[config.mk]
export PLATFORM = sky130hd
export DESIGN_NAME = refcounted_address_monitor_table
export DESIGN_NICKNAME = d
export VERILOG_FILES = /design/src/rtl/ramt_pkg.sv /design/src/rtl/refcounted_address_monitor_table.sv
export SDC_FILE = /design/constraint.sdc
export NUM_CORES = 2
export LEC_CHECK = 0
export BUFFER_PORTS_ARGS = -buffer_cell sky130_fd_sc_hd__buf_2
export CAP_MARGIN = 5
export CORE_MARGIN = 1.5
export CORE_UTILIZATION = 65
export DETAILED_ROUTE_END_ITERATION = 12
export HOLD_SLACK_MARGIN = 0.15
export PLACE_DENSITY = 0.79
export SYNTH_ARGS = -nofsm -noshare
export SYNTH_HDL_FRONTEND = slang
export SYNTH_SLANG_ARGS = --single-unit
[constraint.sdc]
create_clock -name clk -period 15.9 [get_ports clk]
set_clock_uncertainty 0.15 [all_clocks]
set_input_delay 3.18 -clock clk [delete_from_list [all_inputs] [get_ports clk]]
set_output_delay 3.18 -clock clk [all_outputs]
set_load 0.02 [all_outputs]
[src/rtl/ramt_pkg.sv]
package ramt_pkg;

    typedef enum logic [1:0] {
        MODE_ACQUIRE = 2'd0,
        MODE_RELEASE = 2'd1,
        MODE_FIND    = 2'd2,
        MODE_UNUSED  = 2'd3
    } mode_t;

    typedef enum logic [1:0] {
        ST_OK        = 2'd0,
        ST_NOT_FOUND = 2'd1,
        ST_FULL      = 2'd2,
        ST_OVERFLOW  = 2'd3
    } status_t;

    typedef enum logic [3:0] {
        S_IDLE,
        S_HEAD,
        S_WALK,
        S_CHECK,
        S_DECIDE,
        S_ALLOC,
        S_UNLINK,
        S_OUT
    } fsm_t;

    localparam int STATUS_BITS = 2;
    localparam int SLOT_BITS   = 5;
    localparam int RCOUNT_BITS = 16;

endpackage

[src/rtl/refcounted_address_monitor_table.sv]
// Channel | Direction | tdata (low bit first)                | tuser
// s_axis  | in        | mode[1:0], address[ADDR_BITS+1:2]    | -
// m_axis  | out       | status[1:0], slot[6:2], ref_count    | -
//
// An operation reads the bucket head, reads the entry, compares and decides;
// each chain entry passed before the match or the end of the chain adds another
// entry read and compare, and an allocation or an unlink adds a write step.
// The next transaction is accepted only once the block is back in idle. A new
// transaction may be accepted while a result waits; the walk then holds at its
// last compare until the output register is free. Reset (rst_n low) starts a pass that
// empties all buckets, clears all counts and rebuilds the free list in entry order;
// no transaction is accepted until that clearing pass has covered every entry.
module refcounted_address_monitor_table #(
    parameter int ENTRIES_LOG2 = 5,
    parameter int ADDR_BITS    = 32,
    parameter int COUNT_BITS   = 16
) (
    input  logic clk,
    input  logic rst_n,
    input  logic s_axis_tvalid,
    output logic s_axis_tready,
    // mode (2 bits), address (ADDR_BITS), zero fill to bytes
    input  logic [((2 + ADDR_BITS + 7) / 8) * 8 - 1:0] s_axis_tdata,
    output logic m_axis_tvalid,
    input  logic m_axis_tready,
    // status (2), slot (5), ref_count (16), zero fill
    output logic [23:0] m_axis_tdata
);
    localparam int ENTRIES = 1 << ENTRIES_LOG2;
    localparam int PW      = ENTRIES_LOG2 + 1;
    localparam logic [PW-1:0] NIL = PW'(ENTRIES);
    localparam logic [COUNT_BITS-1:0] CMAX = '1;

    // Entry memory: next pointer, address, count in one word.
    localparam int EW = PW + ADDR_BITS + COUNT_BITS;
    logic [EW-1:0] ent_mem [ENTRIES];
    logic [PW-1:0] head_mem [ENTRIES];
    logic [EW-1:0] ent_q;
    logic [PW-1:0] head_q;

    logic ent_we, head_we;
    logic [ENTRIES_LOG2-1:0] ent_waddr, ent_raddr, head_waddr, head_raddr;
    logic [EW-1:0] ent_wdata;
    logic [PW-1:0] head_wdata;

    always_ff @(posedge clk)
    begin
        if (ent_we)
        begin
            ent_mem[ent_waddr] <= ent_wdata;
        end
        ent_q <= ent_mem[ent_raddr];
    end

    always_ff @(posedge clk)
    begin
        if (head_we)
        begin
            head_mem[head_waddr] <= head_wdata;
        end
        head_q <= head_mem[head_raddr];
    end

    ramt_pkg::fsm_t state_reg, state_next;
    logic init_reg;
    logic [PW-1:0] clr_reg;
    logic [1:0] mode_reg;
    logic [ADDR_BITS-1:0] addr_reg;
    logic [ENTRIES_LOG2-1:0] bkt_reg;
    logic [PW-1:0] cur_reg, prev_reg, free_head_reg, steps_reg;
    logic [PW-1:0] free_total_reg;
    logic [EW-1:0] cur_q_reg;
    logic [EW-1:0] prev_word_reg;
    logic out_valid_reg;
    logic [23:0] out_reg;

    wire [PW-1:0] q_next = ent_q[EW-1 -: PW];
    wire [ADDR_BITS-1:0] q_addr = ent_q[COUNT_BITS +: ADDR_BITS];
    wire [COUNT_BITS-1:0] q_cnt = ent_q[COUNT_BITS-1:0];
    wire [PW-1:0] c_next = cur_q_reg[EW-1 -: PW];
    wire [COUNT_BITS-1:0] c_cnt = cur_q_reg[COUNT_BITS-1:0];
    wire [ADDR_BITS-1:0] in_addr = s_axis_tdata[2 +: ADDR_BITS];
    wire [ENTRIES_LOG2-1:0] in_bkt = ENTRIES_LOG2'((in_addr >> 2) ^ (in_addr >> 10));
    wire found = (cur_reg != NIL);
    wire accept = s_axis_tvalid && s_axis_tready;

    assign s_axis_tready = (state_reg == ramt_pkg::S_IDLE) && !init_reg;
    assign m_axis_tvalid = out_valid_reg;
    assign m_axis_tdata  = out_reg;

    function automatic logic [23:0] pack_out(input logic [1:0] st,
                                             input logic [PW-1:0] sl,
                                             input logic [COUNT_BITS-1:0] c);
        logic [23:0] r;
        r = '0;
        r[1:0] = st;
        r[6:2] = 5'(sl);
        r[22:7] = 16'(c);
        return r;
    endfunction

    // Next state
    always_comb
    begin
        state_next = state_reg;
        case (state_reg)
            ramt_pkg::S_IDLE:   if (accept) state_next = ramt_pkg::S_HEAD;
            ramt_pkg::S_HEAD:   state_next = ramt_pkg::S_WALK;
            ramt_pkg::S_WALK:   state_next = ramt_pkg::S_CHECK;
            ramt_pkg::S_CHECK:
            begin
                if (cur_reg == NIL || q_addr == addr_reg || steps_reg == PW'(ENTRIES))
                begin
                    // The result register must be free before any state is changed.
                    if (!out_valid_reg || m_axis_tready)
                        state_next = ramt_pkg::S_DECIDE;
                end
                else
                    state_next = ramt_pkg::S_WALK;
            end
            ramt_pkg::S_DECIDE:
            begin
                if (mode_reg == ramt_pkg::MODE_ACQUIRE && !found && free_total_reg != '0)
                    state_next = ramt_pkg::S_ALLOC;
                else if (mode_reg == ramt_pkg::MODE_RELEASE && found
                         && c_cnt == COUNT_BITS'(1))
                    state_next = ramt_pkg::S_UNLINK;
                else
                    state_next = ramt_pkg::S_IDLE;
            end
            ramt_pkg::S_ALLOC:  state_next = ramt_pkg::S_IDLE;
            ramt_pkg::S_UNLINK: state_next = ramt_pkg::S_IDLE;
            default:            state_next = ramt_pkg::S_IDLE;
        endcase
    end

    // Memory port control
    always_comb
    begin
        ent_we = 1'b0; head_we = 1'b0;
        ent_waddr = cur_reg[ENTRIES_LOG2-1:0];
        ent_wdata = '0;
        ent_raddr = cur_reg[ENTRIES_LOG2-1:0];
        head_waddr = bkt_reg; head_wdata = '0;
        head_raddr = (state_reg == ramt_pkg::S_IDLE) ? in_bkt : bkt_reg;
        if (init_reg)
        begin
            ent_we = 1'b1; head_we = 1'b1;
            ent_waddr = clr_reg[ENTRIES_LOG2-1:0];
            ent_wdata = {clr_reg + PW'(1), {ADDR_BITS{1'b0}}, {COUNT_BITS{1'b0}}};
            head_waddr = clr_reg[ENTRIES_LOG2-1:0];
            head_wdata = NIL;
        end
        else
        begin
            case (state_reg)
                ramt_pkg::S_ALLOC:
                begin
                    // free list head is read at DECIDE into ent_q
                    ent_we = 1'b1; head_we = 1'b1;
                    ent_waddr = free_head_reg[ENTRIES_LOG2-1:0];
                    ent_wdata = {head_q, addr_reg, COUNT_BITS'(1)};
                    head_wdata = free_head_reg;
                end
                ramt_pkg::S_DECIDE:
                begin
                    ent_raddr = free_head_reg[ENTRIES_LOG2-1:0];
                    if (mode_reg == ramt_pkg::MODE_ACQUIRE && found && c_cnt != CMAX)
                    begin
                        ent_we = 1'b1;
                        ent_wdata = {c_next, addr_reg, c_cnt + COUNT_BITS'(1)};
                    end
                    if (mode_reg == ramt_pkg::MODE_RELEASE && found)
                    begin
                        ent_we = 1'b1;
                        ent_wdata = {(c_cnt == COUNT_BITS'(1)) ? free_head_reg : c_next,
                                     addr_reg, c_cnt - COUNT_BITS'(1)};
                    end
                end
                ramt_pkg::S_UNLINK:
                begin
                    if (prev_reg == NIL)
                    begin
                        head_we = 1'b1;
                        head_wdata = c_next;
                    end
                    else
                    begin
                        // predecessor word was kept when the walk passed it
                        ent_we = 1'b1;
                        ent_waddr = prev_reg[ENTRIES_LOG2-1:0];
                        ent_wdata = {c_next, prev_word_reg[EW-PW-1:0]};
                    end
                end
                default: ;
            endcase
        end
    end

    always_ff @(posedge clk or negedge rst_n)
    begin
        if (!rst_n)
        begin
            state_reg <= ramt_pkg::S_IDLE;
            init_reg <= 1'b1;
            clr_reg <= '0;
            free_head_reg <= '0;
            free_total_reg <= NIL;
            out_valid_reg <= 1'b0;
        end
        else
        begin
            state_reg <= state_next;
            if (init_reg)
            begin
                clr_reg <= clr_reg + PW'(1);
                if (clr_reg == PW'(ENTRIES - 1))
                    init_reg <= 1'b0;
            end
            if (out_valid_reg && m_axis_tready)
                out_valid_reg <= 1'b0;
            case (state_reg)
                ramt_pkg::S_DECIDE:
                begin
                    if (state_next == ramt_pkg::S_IDLE)
                        out_valid_reg <= 1'b1;
                    if (state_next == ramt_pkg::S_UNLINK)
                    begin
                        free_head_reg <= cur_reg;
                        free_total_reg <= free_total_reg + PW'(1);
                    end
                end
                ramt_pkg::S_ALLOC:
                begin
                    free_head_reg <= q_next;
                    free_total_reg <= free_total_reg - PW'(1);
                    out_valid_reg <= 1'b1;
                end
                ramt_pkg::S_UNLINK: out_valid_reg <= 1'b1;
                default: ;
            endcase
        end
    end

    always_ff @(posedge clk)
    begin
        case (state_reg)
            ramt_pkg::S_IDLE:
            begin
                mode_reg <= s_axis_tdata[1:0];
                addr_reg <= in_addr;
                bkt_reg <= in_bkt;
                prev_reg <= NIL;
                steps_reg <= '0;
            end
            ramt_pkg::S_HEAD: cur_reg <= head_q;
            ramt_pkg::S_CHECK:
            begin
                cur_q_reg <= ent_q;
                if (cur_reg != NIL && q_addr != addr_reg)
                begin
                    if (steps_reg == PW'(ENTRIES))
                        cur_reg <= NIL;
                    else
                    begin
                        prev_reg <= cur_reg;
                        prev_word_reg <= ent_q;
                        cur_reg <= q_next;
                    end
                    steps_reg <= steps_reg + PW'(1);
                end
            end
            ramt_pkg::S_DECIDE:
            begin
                if (mode_reg == ramt_pkg::MODE_ACQUIRE)
                begin
                    if (found)
                        out_reg <= (c_cnt == CMAX)
                            ? pack_out(ramt_pkg::ST_OVERFLOW, cur_reg, c_cnt)
                            : pack_out(ramt_pkg::ST_OK, cur_reg, c_cnt + COUNT_BITS'(1));
                    else if (free_total_reg == '0)
                        out_reg <= pack_out(ramt_pkg::ST_FULL, '0, '0);
                    else
                        out_reg <= pack_out(ramt_pkg::ST_OK, free_head_reg, COUNT_BITS'(1));
                end
                else if ((mode_reg == ramt_pkg::MODE_RELEASE ||
                          mode_reg == ramt_pkg::MODE_FIND) && found && c_cnt != '0)
                    out_reg <= pack_out(ramt_pkg::ST_OK, cur_reg,
                        (mode_reg == ramt_pkg::MODE_RELEASE) ? c_cnt - COUNT_BITS'(1) : c_cnt);
                else
                    out_reg <= pack_out(ramt_pkg::ST_NOT_FOUND, '0, '0);
            end
            default: ;
        endcase
    end

    a_no_accept_busy: assert property (@(posedge clk) disable iff (!rst_n)
        (state_reg != ramt_pkg::S_IDLE) |-> !s_axis_tready)
        else $error("accepted while busy");
    a_total_range: assert property (@(posedge clk) disable iff (!rst_n)
        free_total_reg <= NIL)
        else $error("free total out of range");
    a_out_after_work: assert property (@(posedge clk) disable iff (!rst_n)
        $rose(out_valid_reg) |-> $past(state_reg) != ramt_pkg::S_IDLE)
        else $error("result without operation");

endmodule

**Word-level counts from Yosys, hierarchy flattened**

Memory sizes are Yosys's and may differ from the RTL's. A register that Yosys moved wholly into a read port is not among the register bits.
Index checks and enable logic that the tools add are counted.

- Bits in registers: 207
- Memory bits (writable): 1,920
- Memories: 2

Memories:

| name | words | width | rd ports | clocked after memory_dff | write ports | line | source |
|---|---|---|---|---|---|---|---|
| ent_mem | 32 | 54 | 1 | 1 | 1 | refcounted_address_monitor_table.sv:36 | `logic [EW-1:0] ent_mem [ENTRIES];` |
| head_mem | 32 | 6 | 1 | 1 | 1 | refcounted_address_monitor_table.sv:37 | `logic [PW-1:0] head_mem [ENTRIES];` |

- $add $sub $neg: 6
- Equality and inequality tests: 22
- Multiplexer cells: 57
- Bitwise operators: 2
- Reductions and logical operators: 34

Operators with widths:

| operator | count |
|---|---|
| $mux W54 | 4 |
| $pmux W54 S3 | 1 |
| $pmux W6 S2 | 6 |
| $mux W23 | 3 |
| $mux W6 | 10 |
| $eq A32 B32 Y1 | 1 |
| $ne A32 B32 Y1 | 1 |
| $mux W5 | 6 |
| $mux W24 | 1 |
| $pmux W4 S5 | 1 |
| $add A6 B1 Y6 const B | 3 |
| $eq A6 B6 Y1 const B | 3 |
| $add A16 B1 Y16 const B | 1 |
| $eq A16 B1 Y1 const B | 1 |
| $eq A16 B16 Y1 const B | 1 |
| $eq A4 B3 Y1 const B | 4 |
| $mux W16 | 1 |
| $ne A16 B16 Y1 const B | 1 |
| $reduce_bool A16 Y1 | 1 |
| $sub A16 B1 Y16 const B | 1 |
| $mux W1 | 14 |
| $logic_and A1 B1 Y1 | 12 |
| $mux W4 | 3 |
| $pmux W5 S2 | 1 |
| other kinds (24) | 40 |

**Logic depth before layout (Yosys ltp)**

- Depth after elaboration: 9
- Gate-level depth with buffers: 14
- Mapped depth without buffers: 9

**Least setup slack after synthesis**

No wires, ideal clock.

- Kind: input -> register
- Start: in s_axis_tdata[14]
- End: reg head_q[0] (read register of head_mem)
- Arrival: 5,093 ps
- Required time: 15,664 ps
- Setup slack: 10,572 ps
- Stages on the path: 9
- Buffers on the path: 2
- Cells stage by stage: xor2_1 > mux2i_1 > clkinv_2 > buf_4 > buf_4 > mux2i_1 > a221oi_1 > nand4_1 > a211oi_1

- Word-level cells in the longest chain between the ends: 2

RTL lines:

| what | line | source |
|---|---|---|
| start: declaration | refcounted_address_monitor_table.sv:23 | `input logic [((2 + ADDR_BITS + 7) / 8) * 8 - 1:0] s_axis_tdata,` |
| $xor A5 B5 Y5 | refcounted_address_monitor_table.sv:83 | `wire [ENTRIES_LOG2-1:0] in_bkt = ENTRIES_LOG2'((in_addr >> 2) ^ (in_addr >> 10));` |
| $mux W5 | n/a |  |
| end: declaration | refcounted_address_monitor_table.sv:39 | `logic [PW-1:0] head_q;` |

Every way passes these cells.
A chain may end at the register's enable or synchronous reset.

**Worst setup path in the final report**

- Start: reg state_reg[0]
- End: reg ent_q[36] (read register of ent_mem)

- Word-level cells in the longest chain between the ends: 3

RTL lines:

| what | line | source |
|---|---|---|
| start: declaration | refcounted_address_monitor_table.sv:64 | `ramt_pkg::fsm_t state_reg, state_next;` |
| start signal: assignment | refcounted_address_monitor_table.sv:204 | `state_reg <= ramt_pkg::S_IDLE;` |
| start signal: assignment | refcounted_address_monitor_table.sv:213 | `state_reg <= state_next;` |
| $eq A4 B3 Y1 | refcounted_address_monitor_table.sv:156 | `case (state_reg)` |
| $mux W5 | refcounted_address_monitor_table.sv:156 |  |
| $mux W5 | refcounted_address_monitor_table.sv:146 | `if (init_reg)` |
| end: declaration | refcounted_address_monitor_table.sv:38 | `logic [EW-1:0] ent_q;` |

Every way passes these cells.

==> results.sh <==
export IMPL_total_leakage_power_nw=35.58
export IMPL_nFillCells=7684
export IMPL_fin_nets=5427
export IMPL_cp_cell_sequence="or4b_1, clkinv_4, nand3_4, nand2_4, buf_12, buf_4, buf_4, mux4_2, nand2_1, o21ai_0, or4_1"
export IMPL_final_antenna_net_count=0
export IMPL_diodes=0
export IMPL_path_max_fanout=147
export IMPL_overflow=0
export IMPL_hold_start="ent_q[12]"
export IMPL_synthArstFlopShare_pct=1.114
export IMPL_final_setup_viol_count=0
export IMPL_critPathLaunchType="flip-flop"
export IMPL_cts_sinks=2154
export IMPL_tns_ns=0
export IMPL_grt_pass1_wl_um=318400
export IMPL_num_vias=50018
export IMPL_r2r_start="state_reg[0]"
export IMPL_r2r_slack_ns=8.96
export IMPL_ys_warn_count=0
export IMPL_slew_headroom_pct=11.74
export IMPL_cts_made_buffers=206
export IMPL_synth_top_area_cell="edfxtp_1"
export IMPL_ys_seq_area_share_pct=74.89
export IMPL_worst_hold_slack_ns=0.2751
export IMPL_rows=132
export IMPL_report_final_slew_viol_count=0
export IMPL_required_ns=16.44
export IMPL_drtIter0Drc=7946
export IMPL_holdPathStages=0
export IMPL_clk_latency_ns=0.84
export IMPL_first_global_vias=48879
export IMPL_synth_edff_count=2065
export IMPL_dieWidth_um=365.3
export IMPL_cts_max_level=4
export IMPL_rsz0062_at_grt="false"
export IMPL_syn_inst=5279
export IMPL_root_buffer="clkbuf_16"
export IMPL_maxCapViolCount=0
export IMPL_final_core_util_pct=72.94
export IMPL_clk_path_buf_depth=3
export IMPL_io_pins=70
export IMPL_timing_final_ws_setup_ns=8.961
export IMPL_ys_ff_latch=2154
export IMPL_synth_ff_type="edfxtp_1"
export IMPL_fmax_mhz=144.1
export IMPL_irDropWorstVdd_mv=0.1237
export IMPL_hold_path_class="reg2reg"
export IMPL_slowest_stage="nand2_4"
export IMPL_endpoint_kind="flip-flop"
export IMPL_hold_path_end="prev_word_reg[12]"
export IMPL_grt_max_degree=171
export IMPL_start_util_pct=65.74
export IMPL_place_detailed_hpwl_um=109800
export IMPL_coreArea_sq_mm=0.1298
export IMPL_viasPerCell=6.861
export IMPL_synth_top_area_share_pct=72.66
export IMPL_finalWirelength_um=220500
export IMPL_r2r_cells=11
export IMPL_syn_area_sq_mm=0.08534
export IMPL_max_stage_delay_ns=0.89
export IMPL_post_cts_setup_buffers=0
export IMPL_drc=0
export IMPL_finalNonFillerCells=7290
export IMPL_r2r_end="ent_q[36]"
export IMPL_hold_violations=0
export IMPL_avgRoutedWirePerCell_um=30.25
export IMPL_largest_reg_flops=1728
export IMPL_drive_above_1_share_pct=17.05
export IMPL_gp_congestion=0.8663
export IMPL_largest_register="ent_mem"
export IMPL_dp_cells=6902
export IMPL_cp_arrival_ns=7.47
export IMPL_critical_path_class="reg2reg"
export IMPL_cts_hold_buf=0
export IMPL_reg_top3="ent_mem x1728, head_mem x192, ent_q x54"
export IMPL_postSynthAreaPerCell_sq_um=16.17
export IMPL_place_ws_ns=8.726
export IMPL_period_minus_slack_ns=6.939
export IMPL_port_buffers=62
export IMPL_status="completed"
export IMPL_synthTopCellsByArea="edfxtp_1 73%, mux4_2 3.5%, mux2i_1 3.1%, nand2_1 3.0%, and3_1 1.7%"
export IMPL_antenna_found_initial=7
export IMPL_dieArea_sq_mm=0.1335
export IMPL_powerDensity_mw_per_mm2=123.7
export IMPL_syn_to_final_growth_pct=10.95
export IMPL_fin_crit_sh_pct=43.64
export IMPL_cts_resized=0
export IMPL_cts_tree="built"
export IMPL_tightest_slew_ns=1.324
export IMPL_clkSlewWorstSetupHoldPaths_ns=0.06
export IMPL_die_height_um=365.3
export IMPL_cp_common_cell="buf_4"
export IMPL_track_usage_pct=33.26
export IMPL_yosysUniqueCellTypes=76
export IMPL_dr_pass1_iters=6
cell usage after synthesis, drive strengths merged (14+ instances only):
| cell type | number |
|---|---|
| a22oi | 46 |
| nor4 | 16 |
| clkbuf | 221 |
| a221o | 114 |
| a21oi | 89 |
| or4 | 56 |
| and2 | 15 |
| edfxtp | 2065 |
| mux2i | 261 |
| dfxtp | 65 |
| xnor2 | 29 |
| nor2 | 178 |
| and3 | 232 |
| nand4 | 14 |
| nand2 | 685 |
| o22ai | 58 |
| mux4 | 132 |
| o21ai | 270 |
| inv | 24 |
| mux2 | 112 |
| a211oi | 116 |
| dfrtp | 22 |
| nand3 | 41 |
| a31o | 112 |
| buf | 107 |
| xor2 | 62 |
cell usage in the layout (no fill, tap or decap), drive strengths merged, types with 10 or more instances in the layout:
| cell | n |
|---|---|
| a211oi | 116 |
| a21oi | 89 |
| a221o | 114 |
| a222oi | 10 |
| a22oi | 46 |
| a31o | 112 |
| a31oi | 13 |
| and2 | 15 |
| and3 | 232 |
| buf | 209 |
| bufinv | 12 |
| clkbuf | 287 |
| clkinv | 81 |
| dfrtp | 22 |
| dfxtp | 65 |
| edfxtp | 2065 |
| ha | 13 |
| inv | 30 |
| mux2 | 112 |
| mux2i | 261 |
| mux4 | 132 |
| nand2 | 685 |
| nand3 | 41 |
| nand4 | 14 |
| nor2 | 178 |
| nor4 | 16 |
| o21ai | 270 |
| o22ai | 58 |
| or4 | 56 |
| xnor2 | 29 |
| xor2 | 62 |
layout make-up:
class,count,area (sq um),area share (%)
inverter,28,111.4,0.1176
tap,1742,2180,2.302
multi-input combinational,2770,20310,21.45
timing repair buffer,209,1459,1.541
sequential,2154,63910,67.50
clock inverter,100,889.6,0.9396
clock buffer,287,5816,6.142
report_power, final:
part | internal (W) | switching [W]
registers | 0.00619 | 0.0000526
logic | 0.000213 | 0.000439
clock network | 0.00275 | 0.00208
worst max-delay path: cells and delay by family (launching register included):
family / cells / cell delay (ns)
and+or+nand+nor: 5 / 2.89
buffers and inverters: 4 / 2.58
DFF: 1 / 0.47
muxes: 1 / 0.41
AOI/OAI and AO/OA: 1 / 0.11
worst max-delay path by stage:
stage	cells past startpoint	to	slack (ns)	start
after floorplan	9	head_q[0]	10.57	s_axis_tdata[14]
after global placement	11	head_q[2]	8.74	s_axis_tdata[14]
after detailed placement	11	head_q[5]	8.73	s_axis_tdata[14]
after CTS	11	ent_q[31]	9.10	state_reg[0]
after global routing	11	ent_q[44]	8.75	state_reg[1]
final	11	ent_q[36]	8.96	state_reg[0]
layer usage:
layer	GRT usage [%]	up-vias	wire length, um
met4	13.62	6	9554
met3	8.186	672	29340
met2	51.82	3556	103100
met1	45.60	24921	78550
li1	-	20863	-
met5	0	-	41
kinds of logic after synthesis:
family                     count (synthesis)  share of synthesized area [%]
AOI/OAI and AO/OA                        882                          7.206
xor gates and xnor gates                  91                         0.9339
adders and majority gates                 14                         0.2141
buffers and inverters                    356                          1.828
DFF                                     2154                          74.89
muxes                                    505                          8.023
other                                      1                       0.004394
and+or+nand+nor                         1276                          6.895
stage by stage:
| stage | power [W] | instance area, sq um |
|---|---|---|
| after floorplan | 0.006767 | 85340 |
| after global placement | 0.006976 | 87950 |
| after detailed placement | 0.006987 | 87950 |
| after CTS | 0.01172 | 94650 |
| after global routing | 0.01199 | 94680 |
| final | 0.01172 | 94680 |
Power figures use the tool's default switching activity.
